**src/hw/rtl/mws_pkg.sv**
```systemverilog
// Shared constants and types for the mecanum wheel speed solver.
// No dependencies; imported by every module of the block.
package mws_pkg;

   localparam int SPEED_WIDTH_DEF = 16;
   localparam int NUM_WHEELS      = 4;

   // Wheel lane positions
   localparam int WHEEL_ONE   = 0;
   localparam int WHEEL_TWO   = 1;
   localparam int WHEEL_THREE = 2;
   localparam int WHEEL_FOUR  = 3;

   // Per-transaction control that rides along the divider pipeline
   typedef struct packed {
      logic                  scale;
      logic [NUM_WHEELS-1:0] neg;
   } ctrl_type;

endpackage

```
**src/hw/rtl/mws_div_step.sv**
```systemverilog
// One restoring-division stage: one quotient bit for each of the four lanes.
// Depends on mws_pkg.
module mws_div_step #(
   parameter int SPEED_WIDTH = mws_pkg::SPEED_WIDTH_DEF
) (
   input  logic                                            clock,
   input  logic                                            reset,
   input  logic                                            in_valid,
   output logic                                            in_ready,
   input  mws_pkg::ctrl_type                               in_ctrl,
   input  logic [SPEED_WIDTH:0]                            in_divisor,
   input  logic [mws_pkg::NUM_WHEELS-1:0][SPEED_WIDTH:0]   in_rem,
   input  logic [mws_pkg::NUM_WHEELS-1:0][SPEED_WIDTH-2:0] in_lq,
   input  logic [mws_pkg::NUM_WHEELS-1:0][SPEED_WIDTH-2:0] in_mag,
   output logic                                            out_valid,
   input  logic                                            out_ready,
   output mws_pkg::ctrl_type                               out_ctrl,
   output logic [SPEED_WIDTH:0]                            out_divisor,
   output logic [mws_pkg::NUM_WHEELS-1:0][SPEED_WIDTH:0]   out_rem,
   output logic [mws_pkg::NUM_WHEELS-1:0][SPEED_WIDTH-2:0] out_lq,
   output logic [mws_pkg::NUM_WHEELS-1:0][SPEED_WIDTH-2:0] out_mag
);
   import mws_pkg::*;

   ctrl_type ctrl_ff;
   logic [SPEED_WIDTH:0] div_ff;
   logic [NUM_WHEELS-1:0][SPEED_WIDTH:0]   rem_in, rem_ff;
   logic [NUM_WHEELS-1:0][SPEED_WIDTH-2:0] lq_in, lq_ff, mag_ff;
   logic valid_ff, valid_in, ready;

   // Shift in the next dividend bit, subtract the divisor if it fits.
   // lq holds the unused dividend bits on top and quotient bits below.
   always_comb begin
      logic [SPEED_WIDTH+1:0] shifted;
      logic [SPEED_WIDTH+2:0] diff;
      logic                   fits;
      for (int k = 0; k < NUM_WHEELS; k++) begin
         shifted   = {in_rem[k], in_lq[k][SPEED_WIDTH-2]};
         diff      = {1'b0, shifted} - {2'b00, in_divisor};
         fits      = !diff[SPEED_WIDTH+2];
         rem_in[k] = fits ? diff[SPEED_WIDTH:0] : shifted[SPEED_WIDTH:0];
         lq_in[k]  = {in_lq[k][SPEED_WIDTH-3:0], fits};
      end
   end

   assign ready    = !valid_ff || out_ready;
   assign valid_in = ready ? in_valid : valid_ff;
   assign in_ready = ready;

   always_ff @(posedge clock) begin
      if (reset) begin
         valid_ff <= 1'b0;
      end else begin
         valid_ff <= valid_in;
      end
   end

   always_ff @(posedge clock) begin
      if (in_valid && ready) begin
         ctrl_ff <= in_ctrl;
         div_ff  <= in_divisor;
         rem_ff  <= rem_in;
         lq_ff   <= lq_in;
         mag_ff  <= in_mag;
      end
   end

   assign out_valid   = valid_ff;
   assign out_ctrl    = ctrl_ff;
   assign out_divisor = div_ff;
   assign out_rem     = rem_ff;
   assign out_lq      = lq_ff;
   assign out_mag     = mag_ff;

endmodule

```
**config.mk**
```make
export PLATFORM = sky130hd
export DESIGN_NAME = mws_div_step
export DESIGN_NICKNAME = d
export VERILOG_FILES = /design/src/hw/rtl/mws_pkg.sv /design/src/hw/rtl/mws_div_step.sv
export SDC_FILE = /design/constraint.sdc
export NUM_CORES = 1
export LEC_CHECK = 0
export BUFFER_PORTS_ARGS = -buffer_cell sky130_fd_sc_hd__buf_4
export CAP_MARGIN = 20
export CORE_AREA = 2 2 166 168
export DETAILED_ROUTE_END_ITERATION = 12
export DIE_AREA = 0 0 168 170
export PLACE_DENSITY = 0.65
export SETUP_SLACK_MARGIN = 0.4
export SKIP_CTS_REPAIR_TIMING = 1
export SLEW_MARGIN = 40
export SYNTH_ARGS = -nofsm -noshare
export SYNTH_HDL_FRONTEND = slang
export SYNTH_SLANG_ARGS = --single-unit
```
**constraint.sdc**
```tcl
create_clock -name clock -period 18.9 [get_ports clock]
set_input_delay 3.78 -clock clock [delete_from_list [all_inputs] [get_ports clock]]
set_output_delay 3.78 -clock clock [all_outputs]
set_load 0.02 [all_outputs]
```
# After elaboration in Yosys (flattened, before gate mapping)
# Index checks and enable logic that the tools add are counted.
dict set report totals {
  reg_bits 211
  input_bits 214
  output_inout_bits 212
  wordCells 31
}
dict set report classes {
  addsub 4
  n_mux 4
  reduce_logical 7
}
# operator count
set ops {}
lappend ops {{$sub A18 B17 Y19} 4}
lappend ops {{$mux W17} 4}
lappend ops {{$logic_not A1 Y1} 5}
lappend ops {{$logic_and A1 B1 Y1} 1}
lappend ops {{$logic_or A1 B1 Y1} 1}

# Longest topological paths before layout
dict set report logic_depth {
  word_depth 3
  mapped_depth 13
  ltp_nobuf 11
}

# Least setup slack after synthesis
# Ideal clock, no wire load.
dict set report synth_path {
  kind {input port to flip-flop}
  start {input port out_ready}
  end {register ctrl_ff (netlist bit out_ctrl[0]) (enable)}
  setup_time_ns 0.596
  arrival_time_ns 8.860
  t_required_ns 18.304
  setup_slack_ns 9.444
  cell_stages 2
  n_path_buf 0
  cell_sequence {nand2b_1 -> and2_1}
}
dict set report synth_between {
  elab_chain_cells 2
}
# element line_no
set synth_lines {}
lappend synth_lines {{from (decl)} mws_div_step.sv:16} ;# input logic out_ready,
lappend synth_lines {{$logic_or A1 B1 Y1} mws_div_step.sv:46} ;# assign ready = !valid_ff || out_ready;
lappend synth_lines {{$logic_and A1 B1 Y1} mws_div_step.sv:59} ;# if (in_valid && ready) begin
lappend synth_lines {{to (signal assigned)} mws_div_step.sv:60} ;# ctrl_ff <= in_ctrl;
lappend synth_lines {{to (decl)} mws_div_step.sv:25} ;# ctrl_type ctrl_ff;
# Every way passes these cells.
# A chain may end at the register's enable or synchronous reset.

# Worst setup path in the final report
dict set report layout_path {
  start {input port out_ready}
  end {output port in_ready}
}
dict set report layout_between {
  elab_chain_cells 1
}
# element line_no
set layout_lines {}
lappend layout_lines {{$logic_or A1 B1 Y1} mws_div_step.sv:46}
lappend layout_lines {{to (decl)} mws_div_step.sv:9} ;# output logic in_ready,
# Every way passes these cells.

==> qor.yml <==
run_status:
  run_status: "completed"
setup_path:
  critical_path.max_fanout: 3
  critPathCaptureType: "output port"
  crit_top_cell: "buf_4"
  cp_cell_sequence: "buf_4, nand2b_1, buf_4"
  start_kind: "primary input"
  max_stage_delay_ns: 0.21
  critPathRequiredTime_ns: 15.12
  arrival_ns: 4.29
  critical_path.slowest_cell: "nand2b_1"
  crit_type: "in -> out"
global_routing:
  grt-ovfl-total: 0
  grt_first_pass_wirelength_um: 47500
  grt_start_max_net_pins: 86
  grt_pass1_vias: 7796
  antenna_found_initial: 2
  gr-usage-all-layers_pct: 22.2
cts:
  cts_buffer_depth: 3
  cts_buffers: 25
  clk_latency_ns: 0.52
  clkTransAtPathRegs_ns: 0.06
  cts_max_level: 1
  cts-root-buf: "clkbuf_16"
  cts_tree: "built"
  clock_sinks: 211
run:
  drv.max_cap_violation_count: 0
synth:
  synth_ff_type: "edfxtp_1"
  syn-num-nets: 1074
  syn_inst: 788
  synth_edf_count: 210
  synth_area_per_cell_um2: 13.0
  synth_seq_cells: 211
  ys_seq_area_share_pct: 61.8
  synth-async-reset-ratio_pct: 0
  yosysUniqueCellTypes: 58
  yosys_warnings: 0
  syn-cell-area_um2: 10200
floorplan:
  dieArea_um2: 28600
  coreArea_um2: 26700
  io_pins: 426
  die_h_um: 170
  rows: 60
  dieWidth_um: 168
  start_util_pct: 38.4
route:
  drt_iter0_drc: 524
  viasPerCell: 5.11
  dr.pass1.iters: 5
  wl_per_cell_um: 21.1
  via_count: 8102
  wl_um: 33500
  ant_nets: 0
  drc_errors: 0
timing:
  max_slew.worst_pin.slew_ns: 0.774
  finClkSkew_ns: 0.0111
  min_period_ns: 8.07
  setup_viol: 0
  finalCritPeriodShare_pct: 42.7
  worst_slack_ns: 10.83
  timing.fmax_mhz: 124
  tns_ns: 0
  relSlewSlack_pct: 47.0
  drv_slew: 0
  grt_setup_unrepaired: "no"
  hold_viol: 0
worst_hold_path:
  hold_path_class: "reg -> reg"
placed_design:
  place_congestion: 0.853
  dp_slack_ns: 10.84
  hpwl_um: 25600
  port_buffers: 425
finish:
  nNetsFinal: 1512
  drive_above_1_share_pct: 40.3
  nFillCells: 2325
  diodes: 0
  area_growth_syn_to_layout_pct: 43.2
pwr:
  p_leak_nw: 6.33
  peakVddDrop_uv: 62.6
  power_density_nw_per_um2: 92.9
## flip-flops by register name, summed over array words and instances, names as in the netlist
register	cells
out_ctrl	5
out_divisor	17
out_lq	60
out_mag	60
out_rem	68
out_valid	1
## cell usage after synthesis, drive strengths merged (3+ instances only)
library cell,instances,area [um2]
ha,68,851
buf,5,23.8
a21oi,84,424
nand2b,10,62.6
and3,7,43.8
a31oi,5,31.3
o22ai,5,31.3
edfxtp,210,6310
o21a,7,52.6
nand2,44,165
o21bai,4,30.0
mux2,18,203
inv,46,173
xnor2,36,315
nor2,49,184
fa,4,80.1
a221o,3,30.0
a211oi,5,37.5
o211ai,6,45.0
clkbuf,15,56.3
nand4,5,31.3
o41ai,3,33.8
o31ai,5,37.5
xor2,17,149
nor3,4,20.0
a21o,17,128
o21ai,48,240
nand3,13,65.1
nor2b,5,31.3
a21boi,3,22.5
a31o,4,35.0
and2,4,25.0
## routing by layer
layer	GRT usage [%]	routed length, um	up-vias
li1	-	-	3859
met1	26.5	13200	3835
met2	37.6	15900	341
met3	7.51	3140	63
met4	7.49	1180	4
met5	0	31	-
## where the power goes
| group | switching [mW] | total [mW] | internal, mW | leakage (nW) |
|---|---|---|---|---|
| sequential | 0.0105 | 0.576 | 0.566 | 2.04 |
| combinational | 0.171 | 0.307 | 0.136 | 3.90 |
| clock | 0.193 | 0.478 | 0.285 | 0.399 |
## cell families after synthesis
kind of cell	share of synthesized area, %
xor gates and xnor gates	4.54
adders and majority gates	9.10
buffers and inverters	2.47
AOI/OAI and AO/OA	13.3
DFF	61.8
muxes	2.18
and+or+nand+nor	6.65
## layout make-up
class / instances / area (um2) / share of cell area (%)
flip-flops and latches: 211 / 6330 / 43.2
inverters: 46 / 173 / 1.18
clock inverters: 11 / 111 / 0.760
well taps: 341 / 427 / 2.91
clock buffers: 33 / 696 / 4.75
multi-input cells: 511 / 3680 / 25.1
repair buffers: 431 / 3240 / 22.1
## per-stage QoR
step	power, mW	hold WS, ns	cells	cell area (um2)	util [%]
3_3_place_gp	0.889	0.592	1540	13800	52.0
2_1_floorplan	0.764	0.729	788	10200	-
4_1_cts	1.37	0.610	1584	14700	55.0
6_report	1.36	0.621	1584	14700	55.0
5_1_grt	1.41	0.649	1584	14700	55.0
3_5_place_dp	0.893	0.600	1540	13900	52.0
## cells in the final DEF (no fill, tap or decap), types with 5 or more instances in the layout
master / synthesis / routed
xnor2_1: 36 / 36
a21oi_1: 83 / 83
o21ai_0: 47 / 47
nand3_1: 13 / 13
nor2b_1: 5 / 5
o21a_1: 7 / 7
a21o_1: 17 / 17
o22ai_1: 5 / 5
a31oi_1: 5 / 5
nand2_1: 44 / 44
edfxtp_1: 210 / 210
inv_1: 46 / 46
o31ai_1: 5 / 5
nand2b_1: 10 / 10
clkbuf_16: 0 / 25
clkinv_2: 0 / 5
buf_4: 0 / 429
xor2_1: 17 / 17
and3_1: 7 / 7
nand4_1: 5 / 5
a211oi_1: 5 / 5
ha_1: 68 / 68
nor2_1: 49 / 49
o211ai_1: 6 / 6
mux2_2: 18 / 18
## final timing paths
check	from	end	slack (ns)	depth (start not counted)
worst max register to register	out_valid$_SDFFE_PP0N_	out_rem[63]$_DFFE_PP_	15.93	4
worst min-delay path	out_valid$_SDFFE_PP0N_	out_valid$_SDFFE_PP0N_	0.62	2
worst min register to register	out_valid$_SDFFE_PP0N_	out_valid$_SDFFE_PP0N_	0.62	2
worst max-delay path	out_ready	in_ready	10.83	3
## worst max-delay path, delay by kind of cell
kind | cells | cell delay, ns
and+or+nand+nor | 1 | 0.21
buffers and inverters | 2 | 0.30
No activity file was read; power rests on OpenSTA's default activity.
