## config.mk

```make
export PLATFORM = sky130hd
export DESIGN_NAME = mws_scale_stage
export DESIGN_NICKNAME = d
export VERILOG_FILES = /design/src/hw/rtl/mws_pkg.sv /design/src/hw/rtl/mws_scale_stage.sv
export SDC_FILE = /design/constraint.sdc
export NUM_CORES = 2
export LEC_CHECK = 0
export ABC_CLOCK_PERIOD_IN_PS = 6500
export BUFFER_PORTS_ARGS = -buffer_cell sky130_fd_sc_hd__buf_4
export CAP_MARGIN = 30
export CORE_MARGIN = 8
export CORE_UTILIZATION = 48
export DETAILED_ROUTE_END_ITERATION = 10
export GPL_TIMING_DRIVEN = 0
export HOLD_SLACK_MARGIN = 0.1
export PLACE_DENSITY = 0.69
export SYNTH_ARGS = -nofsm -noshare
export SYNTH_HDL_FRONTEND = slang
export SYNTH_SLANG_ARGS = --single-unit
```

## constraint.sdc

```tcl
create_clock -name clock -period 6.5 [get_ports clock]
set_input_delay 0.65 -clock clock [delete_from_list [all_inputs] [get_ports clock]]
set_output_delay 0.65 -clock clock [all_outputs]
set_load 0.02 [all_outputs]
```

## src/hw/rtl/mws_pkg.sv

```systemverilog
// Shared constants and types for the mecanum wheel speed solver.
// No dependencies; imported by every module of the block.
package mws_pkg;

   localparam int SPEED_WIDTH_DEF = 16;
   localparam int NUM_WHEELS      = 4;

   // Wheel lane positions
   localparam int WHEEL_ONE   = 0;
   localparam int WHEEL_TWO   = 1;
   localparam int WHEEL_THREE = 2;
   localparam int WHEEL_FOUR  = 3;

   // Per-transaction control that rides along the divider pipeline
   typedef struct packed {
      logic                  scale;
      logic [NUM_WHEELS-1:0] neg;
   } ctrl_type;

endpackage

```

## src/hw/rtl/mws_scale_stage.sv

```systemverilog
// Stage C: limit compare and magnitude * limit products, divider setup.
// Depends on mws_pkg.
module mws_scale_stage #(
   parameter int SPEED_WIDTH = mws_pkg::SPEED_WIDTH_DEF
) (
   input  logic                                          clock,
   input  logic                                          reset,
   input  logic                                          in_valid,
   output logic                                          in_ready,
   input  logic [mws_pkg::NUM_WHEELS-1:0]                in_neg,
   input  logic [mws_pkg::NUM_WHEELS-1:0][SPEED_WIDTH:0] in_mag,
   input  logic [SPEED_WIDTH:0]                          in_peak,
   input  logic [SPEED_WIDTH-2:0]                        limit,
   output logic                                          out_valid,
   input  logic                                          out_ready,
   output mws_pkg::ctrl_type                             out_ctrl,
   output logic [SPEED_WIDTH:0]                          out_divisor,
   output logic [mws_pkg::NUM_WHEELS-1:0][SPEED_WIDTH:0] out_rem,
   output logic [mws_pkg::NUM_WHEELS-1:0][SPEED_WIDTH-2:0] out_lq,
   output logic [mws_pkg::NUM_WHEELS-1:0][SPEED_WIDTH-2:0] out_mag
);
   import mws_pkg::*;

   localparam int PW = 2 * SPEED_WIDTH;

   ctrl_type ctrl_in, ctrl_ff;
   logic [SPEED_WIDTH:0] div_ff;
   logic [NUM_WHEELS-1:0][SPEED_WIDTH:0]   rem_in, rem_ff;
   logic [NUM_WHEELS-1:0][SPEED_WIDTH-2:0] lq_in, lq_ff, mag_ff;
   logic valid_ff, valid_in, ready;

   assign ctrl_in.scale = in_peak > {2'b00, limit};
   assign ctrl_in.neg   = in_neg;

   // Product is (W+1) x (W-1) bits; quotient bits are shifted in below it
   always_comb begin
      logic [PW-1:0] prod;
      for (int k = 0; k < NUM_WHEELS; k++) begin
         prod      = PW'(in_mag[k]) * PW'(limit);
         rem_in[k] = prod[PW-1:SPEED_WIDTH-1];
         lq_in[k]  = prod[SPEED_WIDTH-2:0];
      end
   end

   assign ready    = !valid_ff || out_ready;
   assign valid_in = ready ? in_valid : valid_ff;
   assign in_ready = ready;

   always_ff @(posedge clock) begin
      if (reset) begin
         valid_ff <= 1'b0;
      end else begin
         valid_ff <= valid_in;
      end
   end

   always_ff @(posedge clock) begin
      if (in_valid && ready) begin
         ctrl_ff <= ctrl_in;
         div_ff  <= in_peak;
         rem_ff  <= rem_in;
         lq_ff   <= lq_in;
         for (int k = 0; k < NUM_WHEELS; k++) begin
            mag_ff[k] <= in_mag[k][SPEED_WIDTH-2:0];
         end
      end
   end

   assign out_valid   = valid_ff;
   assign out_ctrl    = ctrl_ff;
   assign out_divisor = div_ff;
   assign out_rem     = rem_ff;
   assign out_lq      = lq_ff;
   assign out_mag     = mag_ff;

endmodule

```

# ---- Word level (Yosys, flattened, before mapping)
# Cells that the tools add are included.
dict set report word_totals {
  regBits 211
  output_inout_bits 212
  elab_cells 24
}
dict set report op_classes {
  multipliers 4
  magnitude_cmp 1
  n_reduce_logical 3
}
# operator count
set op_table {}
lappend op_table {{$mul 17x15->32} 4}
lappend op_table {{$gt 17x15->1} 1}
lappend op_table {{$logic_and 1x1->1} 1}
lappend op_table {{$logic_not 1->1} 1}
lappend op_table {{$logic_or 1x1->1} 1}

# ---- Depth between registers and ports, before layout
dict set report logic_depth {
  depth_word 3
  mapped_depth 26
  depth_no_buf 24
}

# ---- Worst setup path after synthesis
# OpenSTA, ideal clock, no wires.
dict set report synth_timing {
  path_type {input to register}
  startpoint {in limit[6]}
  endpoint {reg rem_ff, in the netlist out_rem[13], data pin}
  setup_ps 271
  arrival_time_ps 6397
  path_slack_ps -168
  path_stages 23
  cell_sequence {clkbuf_1 > clkbuf_1 > nand2_1 > fa_1 > fa_1 > inv_1 > fa_1 > fa_1 > fa_1 > inv_1 > fa_1 > inv_1 > ha_1 > and2_1 > a311o_1 > a21oi_1 > o21ai_1 > or3_1 > o211a_1 > o21a_1 > o21ai_2 > mux2i_1 > o2111ai_1}
}
# item line_no
set synth_rtl {}
lappend synth_rtl {{from (decl)} mws_scale_stage.sv:13} ;# input logic [SPEED_WIDTH-2:0] limit,
lappend synth_rtl {{to (signal assigned)} mws_scale_stage.sv:61} ;# rem_ff <= rem_in;
lappend synth_rtl {{to (decl)} mws_scale_stage.sv:28} ;# logic [NUM_WHEELS-1:0][SPEED_WIDTH:0] rem_in, rem_ff;

==> results.sh <==
export IMPL_whs_path_depth=2
export IMPL_drt_pass1_iterations=6
export IMPL_area_delta_synth_final_pct=14.3
export IMPL_syn_avg_cell_area_um2=9.77
export IMPL_h_tree_levels=1
export IMPL_boundaryPins=320
export IMPL_cts_made_buffers=28
export IMPL_timing_final_setup_violations=0
export IMPL_synth_lib_cells_used_distinct=65
export IMPL_clock_sink_count=211
export IMPL_floorplan_initialDensity=0.483
export IMPL_tritoncts="built"
export IMPL_cts_hold_repair_buffers=0
export IMPL_postRouteAntennaNets=0
export IMPL_fmax_mhz=155
export IMPL_synth_compound_area_frac=0.0525
export IMPL_setup_reg_to_reg_worst_slack_ns=4.53
export IMPL_yosys_register_bits=211
export IMPL_yosys_area_share_xor_xnor=0.0244
export IMPL_synth_area_um2=40300
export IMPL_yosys_area_share_adder=0.508
export IMPL_track_usage=0.254
export IMPL_floorplan_core_area_um2=83400
export IMPL_placement_setup_worst_slack_ns=-1.43
export IMPL_period_share=0.993
export IMPL_max_stage_delay_ns=0.55
export IMPL_top_family_by_delay_on_critical_path="adder cells"
export IMPL_synth_async_reset_ratio=0
export IMPL_route_detailed_vias_per_inst=5.32
export IMPL_rows=106
export IMPL_maximum_number_of_pins_on_one_net_before_global_route_repair=66
export IMPL_antenna_found_initial=17
export IMPL_timing_setup_critical_path_class="in2reg"
export IMPL_finalCriticalPeriod_ns=6.45
export IMPL_vias=29723
export IMPL_worst_r2r_cell_count=4
export IMPL_synth_simple_gate_area_share=0.155
export IMPL_wl_per_cell_um=21.0
export IMPL_synth_yosys_seq_area_share=0.157
export IMPL_hp_class="in2reg"
export IMPL_synthesis_instances=4124
export IMPL_postSynth_topFlopCell="sky130_fd_sc_hd__edfxtp_1"
export IMPL_arrival_ns=6.77
export IMPL_synth_area_mux_share=0.000249
export IMPL_synth_edff_count=210
export IMPL_clk_latency_ns=0.61
export IMPL_startpoint_type="input pin"
export IMPL_worst_path_max_delay_cell="sky130_fd_sc_hd__fa_1"
export IMPL_critical_path_max_fanout=10
export IMPL_fin_ws_ns=0.0457
export IMPL_place_gp_congestion=0.951
export IMPL_wirelength_um=118000
export IMPL_cp_data_required_time_ns=6.81
export IMPL_setup_worst_path_end_class="flop"
export IMPL_hold_path_startpoint="reset"
export IMPL_worst_clock_skew_ns=0.0344
export IMPL_dpl_hpwl_um=96800
export IMPL_drt_first_iter_violations=1960
export IMPL_hold_end="out_valid$_SDFFE_PP0N_"
export IMPL_postSynthNetCount=5403
export IMPL_clk_pin_slew_ns=0.06
export IMPL_post_route_cells_drive_above_1_share=0.131
export IMPL_maxCapViolations=0
export IMPL_nFillCells=7438
export IMPL_numPortBuffers=305
export IMPL_rsz0062_at_grt="true"
export IMPL_maximum_clock_path_buffer_count=3
export IMPL_main_combinational_cell_family_by_area_after_synthesis="adder cells"
export IMPL_clk_root_buffer_cell="sky130_fd_sc_hd__clkbuf_16"
export IMPL_die_area_um2=93400
export IMPL_status="complete, no violations"
export IMPL_grt_pass1_vias=31504
export IMPL_first_pass_grt_wire_length_um=183000
export IMPL_die_w_um=306
export IMPL_relSlewSlack=0.362
export IMPL_drc_violation_count_after_routing=0
export IMPL_worstMarginPinSlew_ns=0.957
export IMPL_worstReg2RegStart="out_valid$_SDFFE_PP0N_"
export IMPL_maxSlewViolCount=0
export IMPL_total_congestion_overflow=0
export IMPL_synth_warning_count=0
export IMPL_fin_nets=5756
export IMPL_timing_rr_end="out_mag[56]$_DFFE_PP_"
export IMPL_finalHoldViolCount=0
export IMPL_worstPathBufferInverterCount=8
export IMPL_die_height_um=306
## registers in the layout, indices dropped and copies added, names as in the netlist
name and flops:
out_lq 60, out_valid 1, out_mag 60, out_rem 68, out_divisor 17, out_ctrl 5
## cell usage in the layout, fill, tap and decap left out, types with 21 or more instances in the layout
cell type and n:
sky130_fd_sc_hd__o21bai_1 22, sky130_fd_sc_hd__ha_1 384, sky130_fd_sc_hd__nand3_1 25, sky130_fd_sc_hd__nor2_1 51
sky130_fd_sc_hd__and2_1 605, sky130_fd_sc_hd__xor2_1 34, sky130_fd_sc_hd__buf_4 328, sky130_fd_sc_hd__nand2_1 453
sky130_fd_sc_hd__a21o_1 58, sky130_fd_sc_hd__clkbuf_2 66, sky130_fd_sc_hd__a21oi_1 83, sky130_fd_sc_hd__clkbuf_16 28
sky130_fd_sc_hd__clkbuf_1 62, sky130_fd_sc_hd__inv_1 916, sky130_fd_sc_hd__xnor2_1 69, sky130_fd_sc_hd__o21ai_0 44
sky130_fd_sc_hd__fa_1 766, sky130_fd_sc_hd__edfxtp_1 210, sky130_fd_sc_hd__o21a_1 21
## cell usage after synthesis, drive strengths merged, types with 6 or more instances
library cell,instances,share of area
a211oi,6,0.0012
a21o,58,0.011
a21oi,100,0.013
a31oi,12,0.0020
and2,607,0.094
and3,11,0.0018
clkbuf,186,0.017
edfxtp,210,0.16
fa,772,0.38
ha,399,0.12
inv,917,0.085
nand2,454,0.042
nand2b,13,0.0020
nand3,28,0.0035
nand4,12,0.0019
nor2,54,0.0050
nor2b,10,0.0016
o211ai,6,0.0011
o21a,22,0.0041
o21ai,57,0.0072
o21bai,23,0.0043
o31ai,6,0.0015
xnor2,75,0.016
xor2,37,0.0080
## per-layer routing
layer,global-route usage,wire (um)
met5,0,81
met1,0.329,46200
met4,0.0997,5260
met2,0.414,54600
met3,0.0596,11400
## cell families after synthesis
kind of cell,after synthesis
buf+inv,1105
fa+ha+maj,1171
xor+xnor,112
flops,211
compound gates,319
mux,1
simple gates,1205
## how the worst max path moves through the flow
stage          slack, ns  depth (start not counted)                    end        from
6_report            0.05                         26  out_rem[50]$_DFFE_PP_    limit[0]
5_1_grt             -0.1                         24  out_rem[50]$_DFFE_PP_    limit[0]
4_1_cts            0.006                         23  out_rem[32]$_DFFE_PP_  in_mag[29]
3_5_place_dp       -1.43                         24  out_rem[67]$_DFFE_PP_   limit[14]
3_3_place_gp       -2.13                          3  out_rem[16]$_DFFE_PP_   out_ready
2_1_floorplan      -0.03                         23  out_rem[13]$_DFFE_PP_    limit[7]
## repair_timing
action | CTS | global route
buffers inserted | 2 | 15
endpoints found under the setup margin | 46 | 33
pin swaps | 6 | 36
resized for setup | 106 | 220
## per-stage QoR
stage,hold WS (ns),instances,instance area (um^2),setup TNS (ns),util
3_3_place_gp,0.501,5509,43900,-520.69,0.527
3_5_place_dp,0.522,5527,44300,-55.97,0.530
6_report,0.183,5588,46000,0,0.552
4_1_cts,0.160,5566,45400,0,0.545
5_1_grt,0.174,5578,46000,-0.440,0.552
2_1_floorplan,0.719,4124,40300,-0.0252,-
## layout make-up
cell class	instances	area [um^2]	share of cell area
Buffer	171	963	0.0209
Timing Repair Buffer	340	2730	0.0592
Antenna cell	12	30.0	0.000652
Inverter	917	3440	0.0748
Clock buffer	30	708	0.0154
Clock inverter	19	201	0.00438
Multi-Input combinational cell	2808	30300	0.658
Tap cell	1080	1350	0.0294
Sequential cell	211	6330	0.137
Power is not shown: default switching activity piles up to over one toggle a cycle in this logic, so the estimate is an artifact.
