`src/hw/rtl/mws_pkg.sv`:
```
// Shared constants and types for the mecanum wheel speed solver.
// No dependencies; imported by every module of the block.
package mws_pkg;

   localparam int SPEED_WIDTH_DEF = 16;
   localparam int NUM_WHEELS      = 4;

   // Wheel lane positions
   localparam int WHEEL_ONE   = 0;
   localparam int WHEEL_TWO   = 1;
   localparam int WHEEL_THREE = 2;
   localparam int WHEEL_FOUR  = 3;

   // Per-transaction control that rides along the divider pipeline
   typedef struct packed {
      logic                  scale;
      logic [NUM_WHEELS-1:0] neg;
   } ctrl_type;

endpackage

```
`src/hw/rtl/mws_kin_stage.sv`:
```
// Kinematics front end: wheel sums (stage A), magnitudes and peak (stage B).
// Depends on mws_pkg.
module mws_kin_stage #(
   parameter int SPEED_WIDTH = mws_pkg::SPEED_WIDTH_DEF
) (
   input  logic                                       clock,
   input  logic                                       reset,
   input  logic                                       in_valid,
   output logic                                       in_ready,
   input  logic signed [SPEED_WIDTH-1:0]              in_forward,
   input  logic signed [SPEED_WIDTH-1:0]              in_side,
   input  logic signed [SPEED_WIDTH-1:0]              in_turn,
   output logic                                       out_valid,
   input  logic                                       out_ready,
   output logic [mws_pkg::NUM_WHEELS-1:0]             out_neg,
   output logic [mws_pkg::NUM_WHEELS-1:0][SPEED_WIDTH:0] out_mag,
   output logic [SPEED_WIDTH:0]                       out_peak
);
   import mws_pkg::*;

   localparam int SW = SPEED_WIDTH + 2;

   logic [SW-1:0] fwd_x, side_x, turn_x;
   logic [NUM_WHEELS-1:0][SW-1:0] sum_in, sum_ff;
   logic a_valid_ff, a_valid_in, a_ready;

   logic [NUM_WHEELS-1:0]              neg_in, neg_ff;
   logic [NUM_WHEELS-1:0][SW-2:0]      mag_in, mag_ff;
   logic [SW-2:0]                      max01, max23, peak_in, peak_ff;
   logic b_valid_ff, b_valid_in, b_ready;

   // Stage A: exact sums with two bits of growth
   assign fwd_x  = {{2{in_forward[SPEED_WIDTH-1]}}, in_forward};
   assign side_x = {{2{in_side[SPEED_WIDTH-1]}}, in_side};
   assign turn_x = {{2{in_turn[SPEED_WIDTH-1]}}, in_turn};

   always_comb begin
      sum_in[WHEEL_ONE]   = fwd_x - side_x + turn_x;
      sum_in[WHEEL_TWO]   = turn_x - fwd_x - side_x;
      sum_in[WHEEL_THREE] = fwd_x + side_x + turn_x;
      sum_in[WHEEL_FOUR]  = turn_x - fwd_x + side_x;
   end

   assign a_ready    = !a_valid_ff || b_ready;
   assign a_valid_in = a_ready ? in_valid : a_valid_ff;
   assign in_ready   = a_ready;

   // Stage B: magnitudes and the largest of them
   always_comb begin
      logic [SW-1:0] negated;
      for (int k = 0; k < NUM_WHEELS; k++) begin
         negated   = -sum_ff[k];
         neg_in[k] = sum_ff[k][SW-1];
         mag_in[k] = neg_in[k] ? negated[SW-2:0] : sum_ff[k][SW-2:0];
      end
   end

   assign max01   = (mag_in[1] > mag_in[0]) ? mag_in[1] : mag_in[0];
   assign max23   = (mag_in[3] > mag_in[2]) ? mag_in[3] : mag_in[2];
   assign peak_in = (max23 > max01) ? max23 : max01;

   assign b_ready    = !b_valid_ff || out_ready;
   assign b_valid_in = b_ready ? a_valid_ff : b_valid_ff;

   always_ff @(posedge clock) begin
      if (reset) begin
         a_valid_ff <= 1'b0;
         b_valid_ff <= 1'b0;
      end else begin
         a_valid_ff <= a_valid_in;
         b_valid_ff <= b_valid_in;
      end
   end

   always_ff @(posedge clock) begin
      if (in_valid && a_ready) begin
         sum_ff <= sum_in;
      end
      if (a_valid_ff && b_ready) begin
         neg_ff  <= neg_in;
         mag_ff  <= mag_in;
         peak_ff <= peak_in;
      end
   end

   assign out_valid = b_valid_ff;
   assign out_neg   = neg_ff;
   assign out_mag   = mag_ff;
   assign out_peak  = peak_ff;

endmodule

```
`config.mk`:
```
export PLATFORM = sky130hd
export DESIGN_NAME = mws_kin_stage
export DESIGN_NICKNAME = d
export VERILOG_FILES = /design/src/hw/rtl/mws_pkg.sv /design/src/hw/rtl/mws_kin_stage.sv
export SDC_FILE = /design/constraint.sdc
export NUM_CORES = 1
export LEC_CHECK = 0
export ABC_CLOCK_PERIOD_IN_PS = 14950
export BUFFER_PORTS_ARGS = -buffer_cell sky130_fd_sc_hd__buf_2
export CAP_MARGIN = 20
export CORE_ASPECT_RATIO = 0.7
export CORE_UTILIZATION = 45
export CTS_CLUSTER_DIAMETER = 80
export DETAILED_ROUTE_END_ITERATION = 12
export SLEW_MARGIN = 10
export SYNTH_ARGS = -nofsm -noshare
export SYNTH_HDL_FRONTEND = slang
export SYNTH_SLANG_ARGS = --single-unit
```
`constraint.sdc`:
```
create_clock -name clock -period 14.95 [get_ports clock]
set_input_delay 0.7475 -clock clock [delete_from_list [all_inputs] [get_ports clock]]
set_output_delay 0.7475 -clock clock [all_outputs]
set_load 0.01 [all_outputs]
```
* After elaboration in Yosys (flattened, before gate mapping) *
Index checks and enable logic that the tools add are counted.

cells by class
  add/sub/neg operators = 11
  order comparisons = 3
  mux-type cells = 7
  reductions and logical operators = 6

operators by type and width
  operator                      count
  two-way mux 17 bit            7
  negation 17 bit               4
  adder 17 x 16 -> 18 bit       3
  > comparator 17 bit           3
  subtractor 16 x 16 -> 17 bit  2
  subtractor 17 x 16 -> 18 bit  1
  adder 16 x 16 -> 17 bit       1
  logical AND 1 bit             2
  zero test 1 bit               2
  logical OR 1 bit              2

word-level totals
  bits in registers = 163
  bits of input ports = 52
  output and inout bits = 91
  word-level logic and storage cells = 39

* Depth between registers and ports, before layout *
  depth in word-level cells = 6
  depth in mapped cells = 26
  mapped depth without buffers = 23

* Worst setup path before layout *
OpenSTA, ideal clock, no wires.

  path type = flip-flop to flip-flop
  start = register sum_ff[0] (netlist name)
  end = register peak_ff[10] (netlist: out_peak[10]) (data pin)
  setup time = 0.278 ns
  data arrival time = 6.114 ns
  required time = 14.672 ns
  slack = 8.558 ns
  cell stages (with the launch flop) = 22
  buffers on the path = 2
  clock period less this slack = 6.392 ns
  cells stage by stage = edfxtp_1 inv_1 ha_1 nand2b_1 or4_1 or2_2 o41ai_1 xor2_1 ha_1 nand4_1 or2_2 o41ai_2 buf_2 mux2i_1 ha_1 a21o_1 a21o_1 a21oi_1 nand3_1 o211ai_1 clkbuf_1 mux2i_1

on the way
  cells in the longest elaborated chain, start to end = 6

RTL lines
  what                      RTL line             RTL
  start: declaration        mws_kin_stage.sv:24  logic [NUM_WHEELS-1:0][SW-1:0] sum_in, sum_ff;
  start signal: assignment  mws_kin_stage.sv:77  sum_ff <= sum_in;
  negation 17 bit           mws_kin_stage.sv:52  negated = -sum_ff[k];
  two-way mux 17 bit *      mws_kin_stage.sv:54  mag_in[k] = neg_in[k] ? negated[SW-2:0] : sum_ff[k][SW-2:0];
  > comparator 17 bit       mws_kin_stage.sv:58  assign max01 = (mag_in[1] > mag_in[0]) ? mag_in[1] : mag_in[0];
  two-way mux 17 bit *      mws_kin_stage.sv:58
  > comparator 17 bit       mws_kin_stage.sv:60  assign peak_in = (max23 > max01) ? max23 : max01;
  two-way mux 17 bit *      mws_kin_stage.sv:60
  named net peak_in[10]     mws_kin_stage.sv:29  logic [SW-2:0] max01, max23, peak_in, peak_ff;
  end signal: assignment    mws_kin_stage.sv:82  peak_ff <= peak_in;
  end: declaration          mws_kin_stage.sv:29

The timed path passes the listed nets; every way through them passes the cells marked *.
A chain may end at the register's enable or synchronous reset.

* Worst setup path after layout *
  start = register sum_ff[0] (netlist name)
  end = register peak_ff[16] (netlist: out_peak[16]) (data pin)

Same word-level chain as after synthesis.

==> results.sh <==
export IMPL_htreeDepth=4
export IMPL_cp_end_kind="flop"
export IMPL_drtAntennaViolNets=0
export IMPL_criticalPathCategory="reg -> reg"
export IMPL_core_area_um2=26800
export IMPL_tns_ps=0
export IMPL_drt_iter0_markers=512
export IMPL_finalHoldViolCount=0
export IMPL_antenna_found_initial=0
export IMPL_rsz0062_at_grt="no"
export IMPL_via_per_inst=5.31
export IMPL_diodes=0
export IMPL_path_clk_slew_ps=60
export IMPL_ys_flop_type="edfxtp_1"
export IMPL_power_density_nw_per_um2=188
export IMPL_drive_gt1_share_pct=14.4
export IMPL_async_flop_share_pct=0
export IMPL_tritoncts="done"
export IMPL_synth_area_per_cell_um2=10.4
export IMPL_grt_overflow=0
export IMPL_timing_fmax_mhz=149
export IMPL_drc=0
export IMPL_worstPathCellList="inv_1 > ha_1 > or3b_1 > or4_1 > o41ai_1 > xor2_1 > inv_1 > ha_1 > a21oi_1 > o21ai_0 > a211oi_1 > o211ai_1 > o21ai_2 > o2bb2ai_4 > mux2_1 > inv_1 > ha_1 > a21o_1 > a21o_1 > a21oi_1 > nand3_1 > o211ai_1 > buf_4 > mux2i_1"
export IMPL_vias=9113
export IMPL_finalSetupViolations=0
export IMPL_gp_congestion=0.983
export IMPL_period_share_pct=44.9
export IMPL_synth_cell_types=68
export IMPL_clkSinkCount=157
export IMPL_ctsHoldBuffers=0
export IMPL_syn_nets=1419
export IMPL_cts_made_buffers=17
export IMPL_clockRootBuffer="clkbuf_16"
export IMPL_period_needed_ps=6720
export IMPL_cp_top_family="compound AO/OA/AOI/OAI gates"
export IMPL_cts_buffer_depth=2
export IMPL_start_util_pct=46.1
export IMPL_firstDrtPassIters=5
export IMPL_p_total_mw=2.63
export IMPL_cp_data_arrival_time_ps=6980
export IMPL_slowest_stage="edfxtp_1"
export IMPL_numPortBuffers=142
export IMPL_ioPinCount=143
export IMPL_finalMaxSlewViolations=0
export IMPL_syn_inst=1193
export IMPL_fillers=2441
export IMPL_min_path_type="in -> reg"
export IMPL_post_cts_setup_buffer_count=0
export IMPL_path_buf_inv=4
export IMPL_worst_r2r_setup_slack_ps=8230
export IMPL_worst_path_largest_cell_delay_ps=560
export IMPL_track_usage_pct=22.3
export IMPL_dp_hpwl_um=26400
export IMPL_required_ps=15210
export IMPL_ctsResizeCount=0
export IMPL_status="finished, final reports clean"
export IMPL_clock_skew_ps=8.28
export IMPL_irDropWorstVdd_v=0.000128
export IMPL_final_cell_mix="inv_1 (190), edfxtp_1 (155), buf_2 (142), ha_1 (138), xnor2_1 (80)"
export IMPL_relSlewSlack_pct=44.0
export IMPL_die_h_um=141
export IMPL_die_area_um2=28200
export IMPL_wirelength_um=31200
export IMPL_clk_latency_ps=420
export IMPL_ys_seq_area_share_pct=38.0
export IMPL_critPathLaunchType="flop"
export IMPL_grt_first_pass_wirelength_um=47900
export IMPL_maxCapViolCount=0
export IMPL_leakage_nw=6.33
export IMPL_avgRoutedWirePerCell_um=18.2
export IMPL_ys_warn_count=0
export IMPL_die_w_um=200
export IMPL_grt_pass1_vias=8578
export IMPL_synth_edff_count=155
export IMPL_syn2layout_area_growth_pct=13.3
export IMPL_ys_ff_latch=157
export IMPL_critPathMaxFanout=16
export IMPL_grt_max_degree=70
export IMPL_row_count=50
export IMPL_worst_pin_slew_ps=840
export IMPL_nets=1564
export IMPL_synth_area_um2=12400
export IMPL_final_common_cell="inv_1"
export IMPL_whs_ps=495
## final timing paths
check | startpoint | end | cells after the start
max | sum_ff[0]$_DFFE_PP_ | out_peak[16]$_DFFE_PP_ | 24
min | reset | out_valid$_SDFFE_PP0P_ | 2
max reg2reg | sum_ff[0]$_DFFE_PP_ | out_peak[16]$_DFFE_PP_ | 24
min reg2reg | a_valid_ff$_SDFFE_PP0N_ | out_valid$_SDFFE_PP0P_ | 2
## metal layers
metal  global-route usage [%]  vias to the layer above  wire (µm)
li1                         -                     4500          -
met1                     34.3                     4344      16700
met2                     32.8                      238      12800
met3                     2.59                       31       1220
met4                     5.95                        0        455
met5                        0                        -          0
## where the power goes
group | leakage (nW) | total, mW | internal [mW] | switching, mW
sequential | 1.50 | 0.762 | 0.678 | 0.0835
clock | 0.253 | 0.393 | 0.226 | 0.168
combinational | 4.58 | 1.47 | 0.607 | 0.867
## stage by stage
stage	instance area [µm²]	instances	util, %	setup WS, ps
after global routing	14000	1715	52.2	7840
after CTS	14000	1715	52.2	8260
after global placement	13500	1683	50.2	8470
after detailed placement	13500	1683	50.2	8290
final	14000	1715	52.2	8230
after floorplan	12400	1193	-	8560
## cells in the mapped netlist, types with 16 or more instances
| cell | number | area, µm² |
|---|---|---|
| a21o_1 | 19 | 143 |
| a21oi_1 | 57 | 285 |
| edfxtp_1 | 155 | 4650 |
| fa_1 | 36 | 721 |
| ha_1 | 138 | 1730 |
| inv_1 | 190 | 713 |
| mux2i_1 | 46 | 460 |
| nand2_1 | 47 | 176 |
| nand2b_1 | 19 | 119 |
| nand3_1 | 16 | 80.1 |
| nor2_1 | 62 | 233 |
| nor3_1 | 21 | 105 |
| o21a_1 | 19 | 143 |
| o21ai_0 | 49 | 245 |
| o31ai_1 | 18 | 135 |
| xnor2_1 | 80 | 701 |
| xor2_1 | 40 | 350 |
## cells by family (layout without fill, tap and decap cells)
group / after synthesis / in the layout / share of synthesized area, %
AO/OA/AOI/OAI: 242 / 242 / 13.2
AND/OR/NAND/NOR: 241 / 241 / 9.90
buffers and inverters: 210 / 368 / 6.61
adder cells (fa/ha/maj): 174 / 174 / 19.8
flip-flops: 157 / 157 / 38.0
XOR/XNOR: 120 / 120 / 8.50
multiplexers: 49 / 49 / 4.00
## registers in the layout (all words and copies together) (netlist names)
| signal | cells |
|---|---|
| out_mag | 65 |
| sum_ff | 65 |
| out_peak | 17 |
| neg_in | 4 |
| out_neg | 4 |
| a_valid_ff | 1 |
| out_valid | 1 |
## area by class of cell
type / count / area, µm² / share of cell area [%]
sequential: 157 / 4690 / 33.5
timing repair buffer: 146 / 741 / 5.29
inverter: 190 / 713 / 5.09
multi-input combinational: 826 / 6870 / 49.1
tap: 364 / 455 / 3.25
clock buffer: 19 / 433 / 3.09
clock inverter: 13 / 101 / 0.723
Note: power is estimated with default switching activity, not from simulation.
